`config.mk`:
```
export PLATFORM = sky130hd
export DESIGN_NAME = led_identify_sequencer
export DESIGN_NICKNAME = d
export VERILOG_FILES = /design/src/rtl/led_id_pkg.sv /design/src/rtl/led_identify_sequencer.sv /design/src/rtl/led_id_step.sv
export VERILOG_INCLUDE_DIRS = /design/src /design/src/rtl
export SDC_FILE = /design/constraint.sdc
export NUM_CORES = 1
export LEC_CHECK = 0
export BUFFER_PORTS_ARGS = -buffer_cell sky130_fd_sc_hd__buf_2
export CELL_PAD_IN_SITES_DETAIL_PLACEMENT = 2
export CELL_PAD_IN_SITES_GLOBAL_PLACEMENT = 2
export CORE_MARGIN = 2
export CORE_UTILIZATION = 34
export CTS_BUF_LIST = sky130_fd_sc_hd__clkbuf_8
export CTS_CLUSTER_SIZE = 8
export DETAILED_ROUTE_END_ITERATION = 10
export GPL_TIMING_DRIVEN = 0
export PLACE_DENSITY = 0.88
export RECOVER_POWER = 50
export SYNTH_ARGS = -nofsm -noshare
export SYNTH_HDL_FRONTEND = slang
export SYNTH_SLANG_ARGS = --single-unit
```
`constraint.sdc`:
```
create_clock -name i_clk -period 4.8 [get_ports i_clk]
set_input_delay 0 -clock i_clk [delete_from_list [all_inputs] [get_ports i_clk]]
set_output_delay 0 -clock i_clk [all_outputs]
set_load 0.01 [all_outputs]
```
`src/rtl/led_identify_sequencer_defines.svh`:
```
// Assertion macros shared by the LED identify sequencer RTL.
// Pure text; no dependencies.
`ifndef LED_IDENTIFY_SEQUENCER_DEFINES_SVH
`define LED_IDENTIFY_SEQUENCER_DEFINES_SVH

// Same-cycle implication, disabled while reset is asserted.
`define LID_ASSERT_NOW(label, clk, rst_n, ante, cons, msg) \
    label: assert property (@(posedge clk) disable iff (!(rst_n)) (ante) |-> (cons)) \
        else $error(msg);

// Next-cycle implication, disabled while reset is asserted.
`define LID_ASSERT_NEXT(label, clk, rst_n, ante, cons, msg) \
    label: assert property (@(posedge clk) disable iff (!(rst_n)) (ante) |=> (cons)) \
        else $error(msg);

`endif

```
`src/rtl/led_id_pkg.sv`:
```
// Types and constants for the LED identify sequencer.
// No dependencies; used by led_id_step and led_identify_sequencer.
package led_id_pkg;

    localparam int unsigned LED_W   = 10;
    localparam int unsigned FLASH_W = 9;
    localparam int unsigned TIME_W  = 32;
    localparam int unsigned DWELL_W = 16;
    localparam int unsigned LEVEL_W = 8;
    localparam int unsigned COUNT_W = 8;
    localparam int unsigned KIND_W  = 2;

    // frame kinds
    localparam logic [KIND_W-1:0] KIND_OFF  = 2'd0;
    localparam logic [KIND_W-1:0] KIND_SYNC = 2'd1;
    localparam logic [KIND_W-1:0] KIND_LIT  = 2'd2;

    // register indexes (byte address / 4)
    localparam logic [2:0] REG_FLASH_COUNT = 3'd0;
    localparam logic [2:0] REG_SYNC_DWELL  = 3'd1;
    localparam logic [2:0] REG_LED_DWELL   = 3'd2;
    localparam logic [2:0] REG_GROUP_SIZE  = 3'd3;
    localparam logic [2:0] REG_SYNC_LEVEL  = 3'd4;
    localparam logic [2:0] REG_LIT_LEVEL   = 3'd5;
    localparam logic [2:0] REG_LAST_LED    = 3'd6;

    typedef enum logic [2:0] {
        PH_INIT  = 3'b001,
        PH_LED   = 3'b010,
        PH_INTER = 3'b100
    } t_phase;

    typedef struct packed {
        logic [COUNT_W-1:0] initial_flash_count;
        logic [DWELL_W-1:0] sync_dwell_ms;
        logic [DWELL_W-1:0] led_dwell_ms;
        logic [LED_W-1:0]   leds_per_group;
        logic [LEVEL_W-1:0] sync_level;
        logic [LEVEL_W-1:0] lit_level;
        logic [LED_W-1:0]   last_led_index;
    } t_cfg;

    typedef struct packed {
        t_phase             phase;
        logic [LED_W-1:0]   current_led;
        logic [FLASH_W-1:0] flash_phase;
        logic [LED_W-1:0]   lit_since_sync;
        logic [TIME_W-1:0]  last_change_ms;
    } t_state;

    typedef struct packed {
        logic               valid;
        logic [KIND_W-1:0]  frame_kind;
        logic [LED_W-1:0]   lit_index;
        logic [LEVEL_W-1:0] level;
    } t_result;

endpackage

```
`src/rtl/led_identify_sequencer.sv`:
```
// LED identify sequencer top level: APB registers, input register, step logic,
// output register with skid entry. Depends on led_id_pkg, led_id_step and the defines header.
//
//  channel   | handshake               | payload
//  ----------+-------------------------+--------------------------------------
//  input     | i_valid / o_stall       | i_now_ms
//  output    | o_valid / i_stall       | o_frame_kind, o_lit_index, o_level
//  config    | psel/penable/pwrite     | paddr, pwdata, prdata (pready high)
//
// One transfer per cycle in each direction while that side is not stalled; an item passes
// through the input register, then the step logic into the output register.
// The step logic reads and updates the sequence state in the same cycle, so the
// state loop holds only the state register. A stalled output fills the skid entry; the input
// stalls only once the skid entry is full. Synchronous active-low reset restores
// register defaults and the start of the sequence.
`include "led_identify_sequencer_defines.svh"

module led_identify_sequencer #(
    parameter int unsigned MAX_LEDS = 1024
) (
    input  logic                             i_clk,
    input  logic                             i_rst_n,
    input  logic                             i_valid,
    output logic                             o_stall,
    input  logic [led_id_pkg::TIME_W-1:0]    i_now_ms,
    output logic                             o_valid,
    input  logic                             i_stall,
    output logic [led_id_pkg::KIND_W-1:0]    o_frame_kind,
    output logic [led_id_pkg::LED_W-1:0]     o_lit_index,
    output logic [led_id_pkg::LEVEL_W-1:0]   o_level,
    input  logic                             psel,
    input  logic                             penable,
    input  logic                             pwrite,
    input  logic [4:0]                       paddr,
    input  logic [31:0]                      pwdata,
    output logic [31:0]                      prdata,
    output logic                             pready
);

    led_id_pkg::t_cfg    r_cfg;
    led_id_pkg::t_state  r_state;
    led_id_pkg::t_state  n_state;
    led_id_pkg::t_result step_res;
    led_id_pkg::t_result r_out;
    led_id_pkg::t_result r_skid;
    logic                            r_in_valid;
    logic [led_id_pkg::TIME_W-1:0]   r_now;
    logic [2:0]                      reg_index;
    logic                            cfg_write;
    logic                            in_accept;
    logic                            fire;
    logic                            push;
    logic                            pop;

    // ---------------- configuration ----------------
    assign pready    = 1'b1;
    assign reg_index = paddr[4:2];
    assign cfg_write = psel && penable && pwrite && pready;

    always_ff @(posedge i_clk) begin
        if (!i_rst_n) begin
            r_cfg.initial_flash_count <= 8'd3;
            r_cfg.sync_dwell_ms       <= 16'd200;
            r_cfg.led_dwell_ms        <= 16'd200;
            r_cfg.leds_per_group      <= 10'd10;
            r_cfg.sync_level          <= 8'd40;
            r_cfg.lit_level           <= 8'd255;
            r_cfg.last_led_index      <= 10'd999;
        end else if (cfg_write) begin
            case (reg_index)
                led_id_pkg::REG_FLASH_COUNT: r_cfg.initial_flash_count <= pwdata[7:0];
                led_id_pkg::REG_SYNC_DWELL:  r_cfg.sync_dwell_ms       <= pwdata[15:0];
                led_id_pkg::REG_LED_DWELL:   r_cfg.led_dwell_ms        <= pwdata[15:0];
                led_id_pkg::REG_GROUP_SIZE:  r_cfg.leds_per_group      <= pwdata[9:0];
                led_id_pkg::REG_SYNC_LEVEL:  r_cfg.sync_level          <= pwdata[7:0];
                led_id_pkg::REG_LIT_LEVEL:   r_cfg.lit_level           <= pwdata[7:0];
                led_id_pkg::REG_LAST_LED:    r_cfg.last_led_index      <= pwdata[9:0];
                default: begin
                end
            endcase
        end
    end

    always_comb begin
        case (reg_index)
            led_id_pkg::REG_FLASH_COUNT: prdata = 32'(r_cfg.initial_flash_count);
            led_id_pkg::REG_SYNC_DWELL:  prdata = 32'(r_cfg.sync_dwell_ms);
            led_id_pkg::REG_LED_DWELL:   prdata = 32'(r_cfg.led_dwell_ms);
            led_id_pkg::REG_GROUP_SIZE:  prdata = 32'(r_cfg.leds_per_group);
            led_id_pkg::REG_SYNC_LEVEL:  prdata = 32'(r_cfg.sync_level);
            led_id_pkg::REG_LIT_LEVEL:   prdata = 32'(r_cfg.lit_level);
            led_id_pkg::REG_LAST_LED:    prdata = 32'(r_cfg.last_led_index);
            default:                     prdata = '0;
        endcase
    end

    // ---------------- input register ----------------
    assign fire      = r_in_valid && !r_skid.valid;
    assign o_stall   = r_in_valid && r_skid.valid;
    assign in_accept = i_valid && !o_stall;

    always_ff @(posedge i_clk) begin
        if (!i_rst_n) begin
            r_in_valid <= 1'b0;
        end else if (in_accept) begin
            r_in_valid <= 1'b1;
        end else if (fire) begin
            r_in_valid <= 1'b0;
        end
    end

    always_ff @(posedge i_clk) begin
        if (in_accept) begin
            r_now <= i_now_ms;
        end
    end

    // ---------------- step ----------------
    led_id_step #(
        .MAX_LEDS (MAX_LEDS)
    ) u_step (
        .i_cfg    (r_cfg),
        .i_state  (r_state),
        .i_now_ms (r_now),
        .o_state  (n_state),
        .o_result (step_res)
    );

    always_ff @(posedge i_clk) begin
        if (!i_rst_n) begin
            r_state.phase          <= led_id_pkg::PH_INIT;
            r_state.current_led    <= '0;
            r_state.flash_phase    <= '0;
            r_state.lit_since_sync <= '0;
            r_state.last_change_ms <= '0;
        end else if (fire) begin
            r_state <= n_state;
        end
    end

    // ---------------- output register + skid ----------------
    assign push = fire && step_res.valid;
    assign pop  = r_out.valid && !i_stall;

    always_ff @(posedge i_clk) begin
        if (!i_rst_n) begin
            r_out.valid  <= 1'b0;
            r_skid.valid <= 1'b0;
        end else if (!r_out.valid || pop) begin
            // skid full implies no push this cycle
            if (r_skid.valid) begin
                r_out        <= r_skid;
                r_skid.valid <= 1'b0;
            end else if (push) begin
                r_out <= step_res;
            end else begin
                r_out.valid <= 1'b0;
            end
        end else if (push) begin
            r_skid <= step_res;
        end
    end

    assign o_valid      = r_out.valid;
    assign o_frame_kind = r_out.frame_kind;
    assign o_lit_index  = r_out.lit_index;
    assign o_level      = r_out.level;

    // ---------------- assertions ----------------
    `LID_ASSERT_NOW(a_skid_behind_out, i_clk, i_rst_n,
        r_skid.valid, r_out.valid, "skid entry holds data while output register is empty")
    `LID_ASSERT_NEXT(a_push_lands, i_clk, i_rst_n,
        push, o_valid, "result pushed but no output presented next cycle")
    `LID_ASSERT_NOW(a_kind_legal, i_clk, i_rst_n,
        o_valid,
        (o_frame_kind == led_id_pkg::KIND_OFF) || (o_frame_kind == led_id_pkg::KIND_SYNC)
            || (o_frame_kind == led_id_pkg::KIND_LIT),
        "illegal frame kind")
    `LID_ASSERT_NOW(a_index_only_lit, i_clk, i_rst_n,
        o_valid && (o_frame_kind != led_id_pkg::KIND_LIT), o_lit_index == '0,
        "lit index set on a whole-strip frame")
    `LID_ASSERT_NOW(a_off_dark, i_clk, i_rst_n,
        o_valid && (o_frame_kind == led_id_pkg::KIND_OFF), o_level == '0,
        "off frame with nonzero level")

endmodule

```
`src/rtl/led_id_step.sv`:
```
// One sequencer step: next state and optional frame from a timestamp.
// Depends on led_id_pkg.
module led_id_step #(
    parameter int unsigned MAX_LEDS = 1024
) (
    input  led_id_pkg::t_cfg              i_cfg,
    input  led_id_pkg::t_state            i_state,
    input  logic [led_id_pkg::TIME_W-1:0] i_now_ms,
    output led_id_pkg::t_state            o_state,
    output led_id_pkg::t_result           o_result
);

    localparam int unsigned LAST_CAP = MAX_LEDS - 1;

    logic [led_id_pkg::LED_W-1:0]   end_index;
    logic [led_id_pkg::TIME_W-1:0]  delta;
    logic                           went_back;
    logic                           sync_elapsed;
    logic                           led_elapsed;
    logic [led_id_pkg::LED_W:0]     next_led;
    logic [led_id_pkg::LED_W-1:0]   lit_inc;
    logic [led_id_pkg::FLASH_W-1:0] flash_limit;
    led_id_pkg::t_result            cur_frame;
    led_id_pkg::t_result            sync_frame;
    led_id_pkg::t_result            off_frame;

    always_comb begin
        if (32'(i_cfg.last_led_index) < LAST_CAP) begin
            end_index = i_cfg.last_led_index;
        end else begin
            end_index = led_id_pkg::LED_W'(LAST_CAP);
        end
    end

    // a timestamp behind the last change counts as elapsed
    assign went_back    = i_now_ms < i_state.last_change_ms;
    assign delta        = i_now_ms - i_state.last_change_ms;
    assign sync_elapsed = went_back || (delta > 32'(i_cfg.sync_dwell_ms));
    assign led_elapsed  = went_back || (delta > 32'(i_cfg.led_dwell_ms));

    assign next_led    = {1'b0, i_state.current_led} + 11'd1;
    assign lit_inc     = i_state.lit_since_sync + 10'd1;
    assign flash_limit = {i_cfg.initial_flash_count, 1'b0};

    assign sync_frame = '{valid: 1'b1, frame_kind: led_id_pkg::KIND_SYNC,
                          lit_index: '0, level: i_cfg.sync_level};
    assign off_frame  = '{valid: 1'b1, frame_kind: led_id_pkg::KIND_OFF,
                          lit_index: '0, level: '0};

    // frame for the LED held in current_led; off once it lies past the end
    always_comb begin
        if (i_state.current_led <= end_index) begin
            cur_frame = '{valid: 1'b1, frame_kind: led_id_pkg::KIND_LIT,
                          lit_index: i_state.current_led, level: i_cfg.lit_level};
        end else begin
            cur_frame = off_frame;
        end
    end

    always_comb begin
        o_state  = i_state;
        o_result = '0;
        case (i_state.phase)
            led_id_pkg::PH_INIT: begin
                if (sync_elapsed) begin
                    o_state.last_change_ms = i_now_ms;
                    if (i_state.flash_phase < flash_limit) begin
                        o_result = i_state.flash_phase[0] ? off_frame : sync_frame;
                        o_state.flash_phase = i_state.flash_phase + 9'd1;
                    end else begin
                        o_state.flash_phase    = '0;
                        o_state.lit_since_sync = '0;
                        o_state.phase          = led_id_pkg::PH_LED;
                        o_result               = cur_frame;
                    end
                end
            end
            led_id_pkg::PH_LED: begin
                if (led_elapsed) begin
                    o_state.last_change_ms = i_now_ms;
                    if (next_led > {1'b0, end_index}) begin
                        o_state.current_led    = '0;
                        o_state.flash_phase    = '0;
                        o_state.lit_since_sync = '0;
                        o_state.phase          = led_id_pkg::PH_INIT;
                        o_result               = off_frame;
                    end else begin
                        o_state.current_led = next_led[led_id_pkg::LED_W-1:0];
                        if (lit_inc >= i_cfg.leds_per_group) begin
                            o_state.lit_since_sync = '0;
                            o_state.phase          = led_id_pkg::PH_INTER;
                            o_state.flash_phase    = 9'd1;
                            o_result               = sync_frame;
                        end else begin
                            // next LED is within range here, so always lit
                            o_state.lit_since_sync = lit_inc;
                            o_result = '{valid: 1'b1, frame_kind: led_id_pkg::KIND_LIT,
                                         lit_index: next_led[led_id_pkg::LED_W-1:0],
                                         level: i_cfg.lit_level};
                        end
                    end
                end
            end
            led_id_pkg::PH_INTER: begin
                if (sync_elapsed) begin
                    o_state.last_change_ms = i_now_ms;
                    if (i_state.flash_phase < 9'd2) begin
                        o_result = i_state.flash_phase[0] ? off_frame : sync_frame;
                        o_state.flash_phase = i_state.flash_phase + 9'd1;
                    end else begin
                        o_state.phase = led_id_pkg::PH_LED;
                        o_result      = cur_frame;
                    end
                end
            end
            default: begin
                o_result = '0;
            end
        endcase
    end

endmodule

```
---- Yosys cells after proc, flatten, opt, wreduce, memory -nomap -nowiden ----
Index checks and enable logic that the tools add are counted.
storage, ports and cells
  register bits after elaboration ......... 215
  input port bits ......................... 76
  output and inout bits ................... 55
operators by class
  $add $sub $neg .......................... 4
  $lt $le $gt $ge ......................... 9
  eq/ne operators ......................... 16
  muxes and demuxes ....................... 36
  bitwise logic cells ..................... 2
  reduce and logical (&&, ||, !) cells .... 34
operator list
  kind                                            count
  two-way mux 21 bit                              6
  case mux 16 bit (7 select lines)                1
  case mux 32 bit (3 select lines)                1
  two-way mux 20 bit                              4
  > comparator 32 x 16 -> 1 bit                   2
  two-way mux 32 bit                              2
  two-way mux 64 bit                              1
  case mux 21 bit (3 select lines)                1
  two-way mux 51 bit                              1
  two-way mux 9 bit                               4
  < comparator 32 bit                             1
  subtractor 32 bit                               1
  two-way mux 10 bit                              3
  case mux 9 bit (3 select lines)                 1
  case mux 10 bit (2 select lines)                1
  two-way mux 19 bit                              1
  two-way mux 3 bit                               5
  AND reduction 2 bit                             7
  equality test 3 bit (second input constant)     4
  adder 10 x 1 -> 11 bit (second input constant)  1
  > comparator 11 x 10 -> 1 bit                   1
  adder 10 x 1 -> 10 bit (second input constant)  1
  >= comparator 10 bit                            1
  less-or-equal comparator 10 bit                 1
  23 further kinds                                49

---- Depth between registers and ports, before layout ----
Gate-level depths: netlist of run 1.
  depth in word-level cells ............... 10
  gate-level depth with buffers ........... 22
  depth with buffers taken out ............ 21

---- Modules after synthesis ----
From an unflattened synthesis of run 1, not the netlist that was laid out.
second synthesis, totals
  cells, all modules ...................... 1660
  area total of the unflattened synthesis .. 14556.5 um^2
modules (own cells, without submodules)
  module                  times used  cells an instance  area each (um^2)  sequential area each (um^2)
  led_identify_sequencer  1           797                8536.9            5024.8
  led_id_step             1           863                6019.5            0.0

---- Worst setup path before layout of run 1 ----
No wires, ideal clock.
  path kind ............................... reg2reg
  start point ............................. register r_now[0] (netlist name)
  end point ............................... register r_out, in the netlist o_frame_kind[0] (enable)
  setup time .............................. 0.404 ns
  arrival time ............................ 4.662 ns
  slack ................................... -0.266 ns
  cell stages (with the launch flop) ...... 22
  path buffers ............................ 2
  period minus slack after synthesis ...... 5.066 ns
  cells stage by stage .................... edfxtp_1 > inv_1 > ha_1 > fa_1 > nand2b_1 > a21oi_2 > o21bai_1 > nor2b_1 > nor2_1 > nor2_1 > xnor2_1 > ha_1 > nand4_1 > nor2_1 > nand2_1 > a211oi_1 > o32a_1 > nor2_2 > o41a_1 > buf_4 > buf_4 > a21oi_1
between the ends
  word-level cells in the longest chain between the ends .. 8
  elaborated cells on any way between the ends .. 13
  classes of those cells .................. add/sub (1); order compare (3); mux (4); reduce/logical (5)
ends and longest elaborated chain
  item                                              line                                                      RTL
  from (decl)                                       led_identify_sequencer.sv:47                              logic [led_id_pkg::TIME_W-1:0] r_now;
  from (signal assigned)                            led_identify_sequencer.sv:114                             r_now <= i_now_ms;
  subtractor 32 bit                                 led_id_step.sv:37                                         assign delta = i_now_ms - i_state.last_change_ms;
  > comparator 32 x 16 -> 1 bit (on tied branches)  led_id_step.sv:38, led_id_step.sv:39
  logical OR 1 bit (on tied branches)               led_id_step.sv:38, led_id_step.sv:39
  two-way mux 21 bit (on tied branches)             led_id_step.sv:105, led_id_step.sv:65, led_id_step.sv:79
  case mux 21 bit (3 select lines) *                led_id_step.sv:63                                         case (i_state.phase)
  logical AND 1 bit *                               led_identify_sequencer.sv:142                             assign push = fire && step_res.valid;
  nonzero test 2 bit (no source line) *             --
  AND reduction 3 bit (no source line) *            --
  to (signal assigned)                              led_identify_sequencer.sv:152                             r_out <= r_skid;
  to (signal assigned)                              led_identify_sequencer.sv:155                             r_out <= step_res;
  to (decl)                                         led_identify_sequencer.sv:44                              led_id_pkg::t_result r_out;
Every way passes the cells marked *; elsewhere a longest branch is shown, timed or not.
A chain may end at the register's enable or synchronous reset.

---- Worst setup path in the final report of run 1 ----
  start point ............................. register r_now[8] (netlist name)
  end point ............................... register r_state[4] (netlist name)
between the ends
  word-level cells in the longest chain between the ends .. 5
  elaborated cells on any way between the ends .. 10
  classes of those cells .................. add/sub (1); order compare (3); eq/ne (3); reduce/logical (3)
ends and longest elaborated chain
  item                                              line                                  RTL
  subtractor 32 bit                                 led_id_step.sv:37
  > comparator 32 x 16 -> 1 bit (on tied branches)  led_id_step.sv:38, led_id_step.sv:39
  logical OR 1 bit (on tied branches)               led_id_step.sv:38, led_id_step.sv:39
  != test 2 x 1 -> 1 bit (no source line)           --
  AND reduction 5 bit (no source line) *            --
  to (signal assigned)                              led_identify_sequencer.sv:137         r_state <= n_state;
  to (decl)                                         led_identify_sequencer.sv:41          led_id_pkg::t_state r_state;
Marks and branches as above.

==> results.toml, run 1 <==
[logic_synthesis]
syn_inst = 1538
synth_area_leaders = "dfxtp_1 21%, edfxtp_1 16%, ha_1 9.7%"
synth-main-ff-cell = "dfxtp_1"
ys_top_cells_by_count = "205 x nand2_1, 143 x dfxtp_1, 137 x nor2_1"
yosysSeqAreaShare = 0.375
yosysMostFrequentCell = "nand2_1"
synth.distinct_cells = 84
synth-seq-cells = 215
syn_area_sq_um = 13400
synth.top_cell.area_share = 0.214
synth-edff-count = 72
yosys.area.top_type = "dfxtp_1"
synth-async-reset-ratio = 0
yosysWarnings = 0
synth.avg_cell_area_sq_um = 8.70

[cells_and_area]
n_antenna_cell = 0
fin_nets = 1955
fillCellCount = 4263
syn_to_final_growth_pct = 23.9
drive_above_1_share = 0.163
stdcell_count = 2323

[detailed_routing]
ant_nets = 0
avgRoutedWirePerCell_microns = 25.5
dr.pass1.iters = 8
drcViolationCount = 0
via_per_inst = 5.79
drt_first_iter_violations = 856
drt_wl_total_microns = 59300
vias = 13500

[critical_path]
crit_type = "flop to flop"
required_ns = 5.28
arrival_ns = 5.47
cp-start-kind = "flop"
crit_top_cell = "buf_4"
worstReg2RegEnd = "r_state[4]"
r2r-start = "r_now[8]"
ff2ff_setup_slack_ns = -0.19
crit_path_end_kind = "flop"
slowest_stage = "ha_1"
crit_fanout = 6
critPathMaxStageDelay_ns = 0.44
reg2reg_depth = 21
crit_chain = "ha_1, a21oi_1, o21a_1, o21ai_1, nor2_2, nor2_1, a31oi_1, xnor2_2, ha_1, nand4_1, nor4_2, a21oi_2, buf_4, buf_4, o21ai_2, o41a_1, buf_6, buf_12, buf_4, mux2i_1, nor2_1"

[clock_tree]
clock-sinks = 215
cts_root_buf = "clkbuf_8"
clkTransAtPathRegs_ns = 0.07
cts_tree = "done"
numCtsBuffers = 44
cts.path.max_buffers = 3
clock_latency_ns = 0.63
cts_htree_levels = 2

[timing]
period_share = 1.04
fin_ws_ns = -0.194
skew_ns = 0.0497
layout_min_cycle_time_ns = 4.99
hold_viol = 0
fmaxAchievable_mhz = 200
tns_ns = -9.17
timing.slew.headroom = -0.373
rsz0062_at_grt = "yes"
setup_viol = 94
drv_slew = 33
tightestPinTransition_ns = 2.06

[floorplan]
die_x_microns = 202
start_util = 0.346
rows = 72
dieArea_sq_um = 41000
dieHeight_microns = 202
ios = 131
core_region_area_sq_um = 38700

[placed_design]
io_buffers = 92
gp_congestion = 0.900
hpwlAfterDp_microns = 36800
dp.cells = 2166

[flow_run]
cap_violations = 2

[global_route]
grt_pass1_wl_microns = 85500
grtUsageMet1 = 0.306
antenna_found_initial = 1
grt_max_degree = 33
met3_usage = 0.0537
top_usage_layer = "met2"
grt_pass1_vias = 14700
globalRouteOverflowTotal = 0
grt_util_all_layers = 0.266
use_met2 = 0.470

[worst_hold_path]
hold_depth = 5
min_from = "pwrite"
hold_end = "r_cfg[4]"
hold_class = "input port to flop"

[power_and_ir_drop]
irDropWorstVdd_v = 0.000224
p_leak_nw = 6.74
power_density_nw_per_um2 = 301

[outcome]
run_status = "finished with violations"
violations = "max-capacitance violations, max-slew violations, negative setup slack"
[how the worst max path moves through the flow]
stage                from               to  slack [ns]
6_report         r_now[8]       r_state[4]       -0.19
3_3_place_gp     r_now[0]   o_lit_index[9]       -0.77
2_1_floorplan    r_now[0]  o_frame_kind[0]        0.18
5_1_grt        r_state[8]       r_state[4]       -0.27
3_5_place_dp     r_now[0]       o_level[1]       -1.03
4_1_cts          r_now[0]       o_level[2]      0.0003
[flip-flops by register name, indices dropped and copies added, names as in the netlist]
name and cells:
r_cfg 76, r_state 64, r_now 32, r_skid 21
o_lit_index 10, o_level 8, o_frame_kind 2, o_valid 1
r_in_valid 1
[area by class of cell]
class / count / area [sq um] / share of cell area
tap: 518 / 648 / 0.0391
timing repair buffer: 173 / 1240 / 0.0748
inverter: 103 / 387 / 0.0233
buffer: 85 / 500 / 0.0302
clock buffer: 52 / 716 / 0.0432
multi-input combinational: 1152 / 7910 / 0.477
clock inverter: 25 / 154 / 0.00928
sequential: 215 / 5030 / 0.303
[critical path: cells and delay by family, from the launching register on]
family	cells	cell delay [ns]
xor gates and xnor gates	1	0.19
DFF	1	0.41
muxes	1	0.30
AOI/OAI and AO/OA	7	1.42
and+or+nand+nor	5	0.99
adders and majority gates	2	0.79
buffers and inverters	5	0.74
[cell families after synthesis]
group                    synth area share
AND/OR/NAND/NOR                     0.186
flip-flops                          0.375
adder cells (fa/ha/maj)            0.0987
multiplexers                       0.0701
AO/OA/AOI/OAI                       0.181
XOR/XNOR                           0.0249
buffers and inverters              0.0637
other                            0.000561
[per-layer routing]
| metal | wire [microns] | part of all wire |
|---|---|---|
| met1 | 22800 | 0.38 |
| met2 | 29500 | 0.50 |
| met3 | 3600 | 0.061 |
| met4 | 3440 | 0.058 |
| met5 | 0 | 0 |
[layout by cell type (no fill, tap or decap), types with 37 or more instances in the layout]
cell             n
a21oi_1        103
buf_2           75
ha_1           100
dlygate4sd3_1   54
nor2_1         130
o21ai_0         50
edfxtp_1        72
nand3_1         58
inv_1          114
dfxtp_1        142
clkbuf_8        54
clkbuf_1        70
buf_4           37
nand2_1        204
mux2i_1         53
[report_power, final]
| group | leakage [nW] | switching (mW) | internal (mW) | total [mW] |
|---|---|---|---|---|
| Combinational | 4.37 | 0.633 | 0.388 | 1.02 |
| Clock | 0.505 | 0.924 | 1.09 | 2.01 |
| Sequential | 1.86 | 0.0340 | 1.93 | 1.96 |
| Total | 6.74 | 1.59 | 3.40 | 4.99 |
[timing repair]
| action | 4_1_cts | 5_1_grt |
|---|---|---|
| hold buffers | 54 | 0 |
| endpoints found under the hold margin | 146 | 0 |
| pin swaps | 11 | 21 |
| resized for setup | 31 | 48 |
| setup endpoints to repair | 142 | 142 |
| setup buffers | 12 | 12 |
| cloned | 2 | 0 |
[metrics by stage]
step	hold slack [ns]	worst slack, ns	power [mW]	area (sq um)	util
floorplan	0.0989	0.178	2.52	13400	-
global placement	0.177	-0.765	2.74	14600	0.376
detailed placement	0.178	-1.03	2.79	14600	0.377
CTS	0.00385	0.000255	4.84	16300	0.420
global route	0.0768	-0.273	5.18	16600	0.428
finish	0.0756	-0.194	4.99	16600	0.428
(Power assumes the default switching activity.)
==> run 2: changes to the inputs <==
- CAP_MARGIN: unset -> 15
- GPL_TIMING_DRIVEN: 0 -> unset
==> run 2 against run 1 <==
Compared with the run above: the flow finishes with violations (max-capacitance violations, max-slew violations); sequential power is essentially flat; non-clock buffer count fell by 79; critical endpoint is now o_level[2]; clock power shrank 7%; global-route usage fell by 2.3 points; count of clock-buffer cells in the layout shrank 10; sequential share of layout area is 1.6 points higher.
==> results.toml, run 2 (synthesis gave the netlist of run 1 again) <==
[clock_tree]
cts.path.max_buffers = 3
numCtsBuffers = 41
cts_htree_levels = 2
cts_root_buf = "clkbuf_8"
clock_latency_ns = 0.61
clock-sinks = 215
cts_tree = "done"
clkTransAtPathRegs_ns = 0.06

[cells_and_area]
fillCellCount = 4348
largest_register = "r_cfg"
n_antenna_cell = 0
largest_reg_flops = 76
final_area_sq_um = 15700
final_common_cell = "nand2_1"
stdcell_count = 2240
drive_above_1_share = 0.118
syn_to_final_growth_pct = 17.7
layout_common_cells = "205 x nand2_1, 143 x dfxtp_1, 135 x nor2_1, 110 x inv_1"
fin_nets = 1871
utilization = 0.407
top_regs = "r_cfg: 76 flops, r_state: 64 flops, r_now: 32 flops"

[detailed_routing]
ant_nets = 0
via_per_inst = 5.60
drt_wl_total_microns = 50800
drcViolationCount = 0
dr.pass1.iters = 4
avgRoutedWirePerCell_microns = 22.7
drt_first_iter_violations = 555
vias = 12600

[floorplan]
core_region_area_sq_um = 38700
ios = 131
start_util = 0.346
rows = 72
dieHeight_microns = 202
die_x_microns = 202
dieArea_sq_um = 41000

[critical_path]
crit_fanout = 8
required_ns = 5.14
timing.critical_path.from = "r_now[3]"
cp-start-kind = "flop"
crit_type = "flop to flop"
r2r-start = "r_now[3]"
crit_path_end_kind = "flop"
arrival_ns = 4.99

[global_route]
met3_usage = 0.0414
grt_util_all_layers = 0.244
use_met2 = 0.432
antenna_found_initial = 0
grt_pass1_wl_microns = 78500
top_usage_layer = "met2"
grt_max_degree = 55
grtUsageMet1 = 0.282
grt_pass1_vias = 13800
globalRouteOverflowTotal = 0

[placed_design]
place_area_sq_um = 14300
dp.cells = 2107
place_ws_ns = 0.0360
hpwlAfterDp_microns = 35100
gp_congestion = 0.828
io_buffers = 95

[outcome]
violations = "max-capacitance violations, max-slew violations"
run_status = "finished with violations"

[worst_hold_path]
min_from = "i_now_ms[23]"
hold_class = "input port to flop"

[timing]
whs_ns = 0.112
tns_ns = 0
layout_min_cycle_time_ns = 4.65
fmaxAchievable_mhz = 215
period_share = 0.970
drv_slew = 33
timing.slew.headroom = -1.16
setup_viol = 0
skew_ns = 0.0259
fin_ws_ns = 0.146
hold_viol = 0
tightestPinTransition_ns = 3.23

[power_and_ir_drop]
power_density_nw_per_um2 = 297
p_leak_nw = 6.35
fin_total_pwr_mw = 4.68
irDropWorstVdd_v = 0.000239

[flow_run]
cap_violations = 1
## run 2: cell count changes in the layout (fill, tap and decap cells not counted), sizes merged, moves of 4 or more
cell      delta
buf         -48
clkbuf      -40
clkinv       +7
clkinvlp     +4
inv          -4
## run 2: path summary, 6_finish.rpt
check,slack [ns],endpoint,depth (start not counted)
max,0.15,o_level[2],21
min,0.11,r_now[23],2
max reg2reg,0.15,o_level[2],21
min reg2reg,0.47,r_cfg[57],2
## run 2: timing repair
action                                 CTS  global route
buffers inserted                         0             3
endpoints found under the hold margin  136             0
hold buffers                            53             0
setup endpoints to repair                0           117
gates resized for setup                  0            21
## run 2: critical path, cell delays in order, from the launching register on
cell and delay, ns:
edfxtp_1 0.42, ha_1 0.39, a21o_1 0.25, a21oi_4 0.23
nand2_1 0.15, nand2b_1 0.12, nand2_1 0.09, xor2_1 0.22
ha_1 0.29, a21oi_1 0.19, nor2b_1 0.07, o21ai_1 0.17
nand2b_1 0.07, a211oi_1 0.26, o21ai_1 0.13, o32a_4 0.24
buf_4 0.14, o21ai_1 0.12, buf_4 0.19, o22ai_1 0.07
a221o_1 0.32, mux2_4 0.27
## run 2: power breakdown
group	internal [mW]	switching, mW
clock	0.984	0.886
combinational	0.326	0.525
sequential	1.92	0.0317
## run 2: layout make-up
cell class	instances	area [sq um]	area share
timing repair buffer	179	1210	0.0771
tap	518	648	0.0412
clock buffer	42	578	0.0367
clock inverter	33	229	0.0145
sequential	215	5020	0.319
inverter	103	387	0.0245
multi-input combinational	1150	7670	0.487
## run 2: layer usage
layer | share of wire | vias up | wire, microns
li1 | - | 5785 | -
met5 | 0 | - | 0
met2 | 0.50 | 327 | 25600
met4 | 0.048 | 0 | 2450
met1 | 0.41 | 6317 | 20800
met3 | 0.039 | 126 | 2000
==> run 3: changes to the inputs <==
- CORE_MARGIN: 2 -> 1.5
- CORE_UTILIZATION: 34 -> 35
- PLACE_DENSITY: 0.88 -> 0.89
- SYNTH_HIERARCHICAL: unset -> 1
==> run 3 against run 2 <==
Compared with the run above: the run ends with max-capacitance violations, max-slew violations, negative setup slack left; design area up 15%; global-route usage up 6.3 points; count of clock-buffer cells in the layout up 6; synthesized cell count up 7.9%; worst setup slack worse by 0.57 ns; flip-flop and latch count unchanged; final cell count up 8.4%; largest cell class unchanged.
==> results.toml, run 3 <==
[logic_synthesis]
synth-async-reset-ratio = 0
synth.top_cell.area_share = 0.197
synth_area_leaders = "dfxtp_1 20%, edfxtp_1 15%, ha_1 9.0%"
ys_top_cells_by_count = "278 x nand2_1, 143 x dfxtp_1, 116 x inv_1"
synth.distinct_cells = 84
yosysMostFrequentCell = "nand2_1"
synth-edff-count = 72
yosysSeqAreaShare = 0.345
syn_area_sq_um = 14600
synth-main-ff-cell = "dfxtp_1"
syn_inst = 1660
yosysWarnings = 6
synth.avg_cell_area_sq_um = 8.77
yosys.area.top_type = "dfxtp_1"
synth-seq-cells = 215

[placed_design]
hpwlAfterDp_microns = 39500
io_buffers = 95
gp_congestion = 0.887

[timing]
fmaxAchievable_mhz = 191
tightestPinTransition_ns = 1.53
fin_ws_ns = -0.424
layout_min_cycle_time_ns = 5.22
tns_ns = -36.08
drv_slew = 26
timing.slew.headroom = -0.0195
rsz0062_at_grt = "yes"
skew_ns = 0.0591
setup_viol = 132
period_share = 1.09
hold_viol = 0

[critical_path]
crit_type = "flop to flop"
cpLargestDelayFamily = "compound AO/OA/AOI/OAI gates"
arrival_ns = 5.74
crit_fanout = 8
crit_path_end_kind = "flop"
crit_buf_inv = 3
ff2ff_setup_slack_ns = -0.42
timing.critical_path.from = "r_now[0]"
crit_chain = "inv_1, ha_2, fa_2, nand2b_4, a21o_4, a211o_1, nand3_1, xor2_2, ha_4, buf_4, a21o_1, a21oi_2, o21ai_0, o32a_1, nor4_4, or4_4, and2_4, clkbuf_16, mux2_4, nand2_1, a21boi_1"
cp-start-kind = "flop"
critPathMaxStageDelay_ns = 0.42
reg2reg_depth = 21
worstReg2RegEnd = "r_state[5]"
r2r-start = "r_now[0]"
slowest_stage = "edfxtp_1"
required_ns = 5.31

[outcome]
run_status = "finished with violations"
violations = "max-capacitance violations, max-slew violations, negative setup slack"

[worst_hold_path]
hold_depth = 2
min_from = "i_now_ms[27]"
hold_class = "input port to flop"
hold_end = "r_now[27]"

[cells_and_area]
utilization = 0.444
layout_common_cells = "268 x nand2_1, 139 x dfxtp_1, 126 x inv_1, 92 x ha_1, 76 x mux2i_1"
final_common_cell = "nand2_1"
largest_register = "r_cfg"
largest_reg_flops = 76
syn_to_final_growth_pct = 24.9
top_regs = "r_cfg: 76 flops, r_state: 64 flops, r_now: 32 flops"
fin_nets = 2042
drive_above_1_share = 0.216

[global_route]
grt_pass1_vias = 16000
grt_max_degree = 76
grt_util_all_layers = 0.307
grt_pass1_wl_microns = 99400
globalRouteOverflowTotal = 0
antenna_found_initial = 4

[detailed_routing]
ant_nets = 0
drt_first_iter_violations = 1138
avgRoutedWirePerCell_microns = 30.2
drt_wl_total_microns = 73400
drcViolationCount = 0
via_per_inst = 6.12
dr.pass1.iters = 5
vias = 14900

[clock_tree]
clock_latency_ns = 0.68
clkTransAtPathRegs_ns = 0.07
cts_htree_levels = 2
cts.path.max_buffers = 3
numCtsBuffers = 42
clock-sinks = 215
cts_tree = "done"
cts_root_buf = "clkbuf_8"

[power_and_ir_drop]
power_density_nw_per_um2 = 292
fin_total_pwr_mw = 5.31
irDropWorstVdd_v = 0.000240
p_leak_nw = 7.50

[flow_run]
cap_violations = 1

[floorplan]
dieHeight_microns = 207
rows = 74
dieArea_sq_um = 42800
start_util = 0.356
core_region_area_sq_um = 40900
die_x_microns = 207
ios = 131
run 3: cell types whose count changed in the layout (fill, tap and decap cells not counted), sizes merged, moves of 34 or more:
cell,previous run,this run
mux2,24,58
a21oi,111,66
nand2,205,282
a21boi,2,68
buf,80,159
nor2,139,54
run 3: cell families (layout without fill, tap and decap cells):
group,count (synthesis),count (layout),share of synthesized area
AO/OA/AOI/OAI,403,403,0.190
XOR/XNOR,25,25,0.0150
adder cells (fa/ha/maj),106,106,0.0916
buffers and inverters,222,441,0.0734
flip-flops,215,215,0.345
multiplexers,137,137,0.107
other,2,20,0.000516
AND/OR/NAND/NOR,550,550,0.178
run 3: repair_timing:
item,4_1_cts,5_1_grt
resized for setup,34,159
pin swaps,15,27
setup buffers,13,19
hold buffers,56,0
endpoints found under the setup margin,117,146
cloned,2,6
hold endpoints to repair,111,0
run 3: final cells by class:
| cell class | count | area (sq um) |
|---|---|---|
| multi-input cells | 1238 | 9180 |
| clock buffers | 48 | 661 |
| fillers | 4353 | 22700 |
| well taps | 532 | 666 |
| inverters | 116 | 440 |
| clock inverters | 30 | 238 |
| repair buffers | 247 | 1970 |
| diodes | 3 | 7.51 |
| flip-flops and latches | 215 | 5030 |
run 3: worst max path at each step:
stage                     endpoint  slack, ns  cells past startpoint
global placement       r_state[41]       0.01                     20
CTS                 o_lit_index[5]       0.01                     22
detailed placement     r_state[33]      -0.33                     20
floorplan                r_skid[0]       0.06                     21
global route        o_lit_index[5]      -0.45                     23
finish                  r_state[5]      -0.42                     21
run 3: per-stage QoR:
step	setup slack [ns]	std cells	area [sq um]	hold WS [ns]
after floorplan	0.0552	1675	14600	0.0989
after global placement	0.0126	2257	15700	0.176
after detailed placement	-0.326	2257	15700	0.178
after CTS	0.0124	2405	17500	0.0504
after global routing	-0.449	2427	18200	0.0663
final	-0.424	2429	18200	0.0775
run 3: routing by layer:
metal | up-vias | GRT usage | routed length [microns]
li1 | 6279 | - | -
met1 | 7483 | 0.337 | 26400
met2 | 750 | 0.552 | 37100
met3 | 342 | 0.0562 | 4480
met4 | 2 | 0.175 | 5430
met5 | - | 0 | 11
run 3: worst register-to-register path: stages, from the launching register on:
cell	delay, ns
edfxtp_1	0.42
inv_1	0.08
ha_2	0.24
fa_2	0.41
nand2b_4	0.18
a21o_4	0.24
a211o_1	0.29
nand3_1	0.14
xor2_2	0.31
ha_4	0.28
buf_4	0.14
a21o_1	0.17
a21oi_2	0.14
o21ai_0	0.13
o32a_1	0.23
nor4_4	0.38
or4_4	0.22
and2_4	0.28
clkbuf_16	0.25
mux2_4	0.32
nand2_1	0.12
a21boi_1	0.12
run 3: power breakdown:
group          switching [mW]  total (mW)  internal, mW
Combinational           0.757        1.26         0.499
Clock                   0.989        2.08          1.09
Sequential             0.0446        1.97          1.92
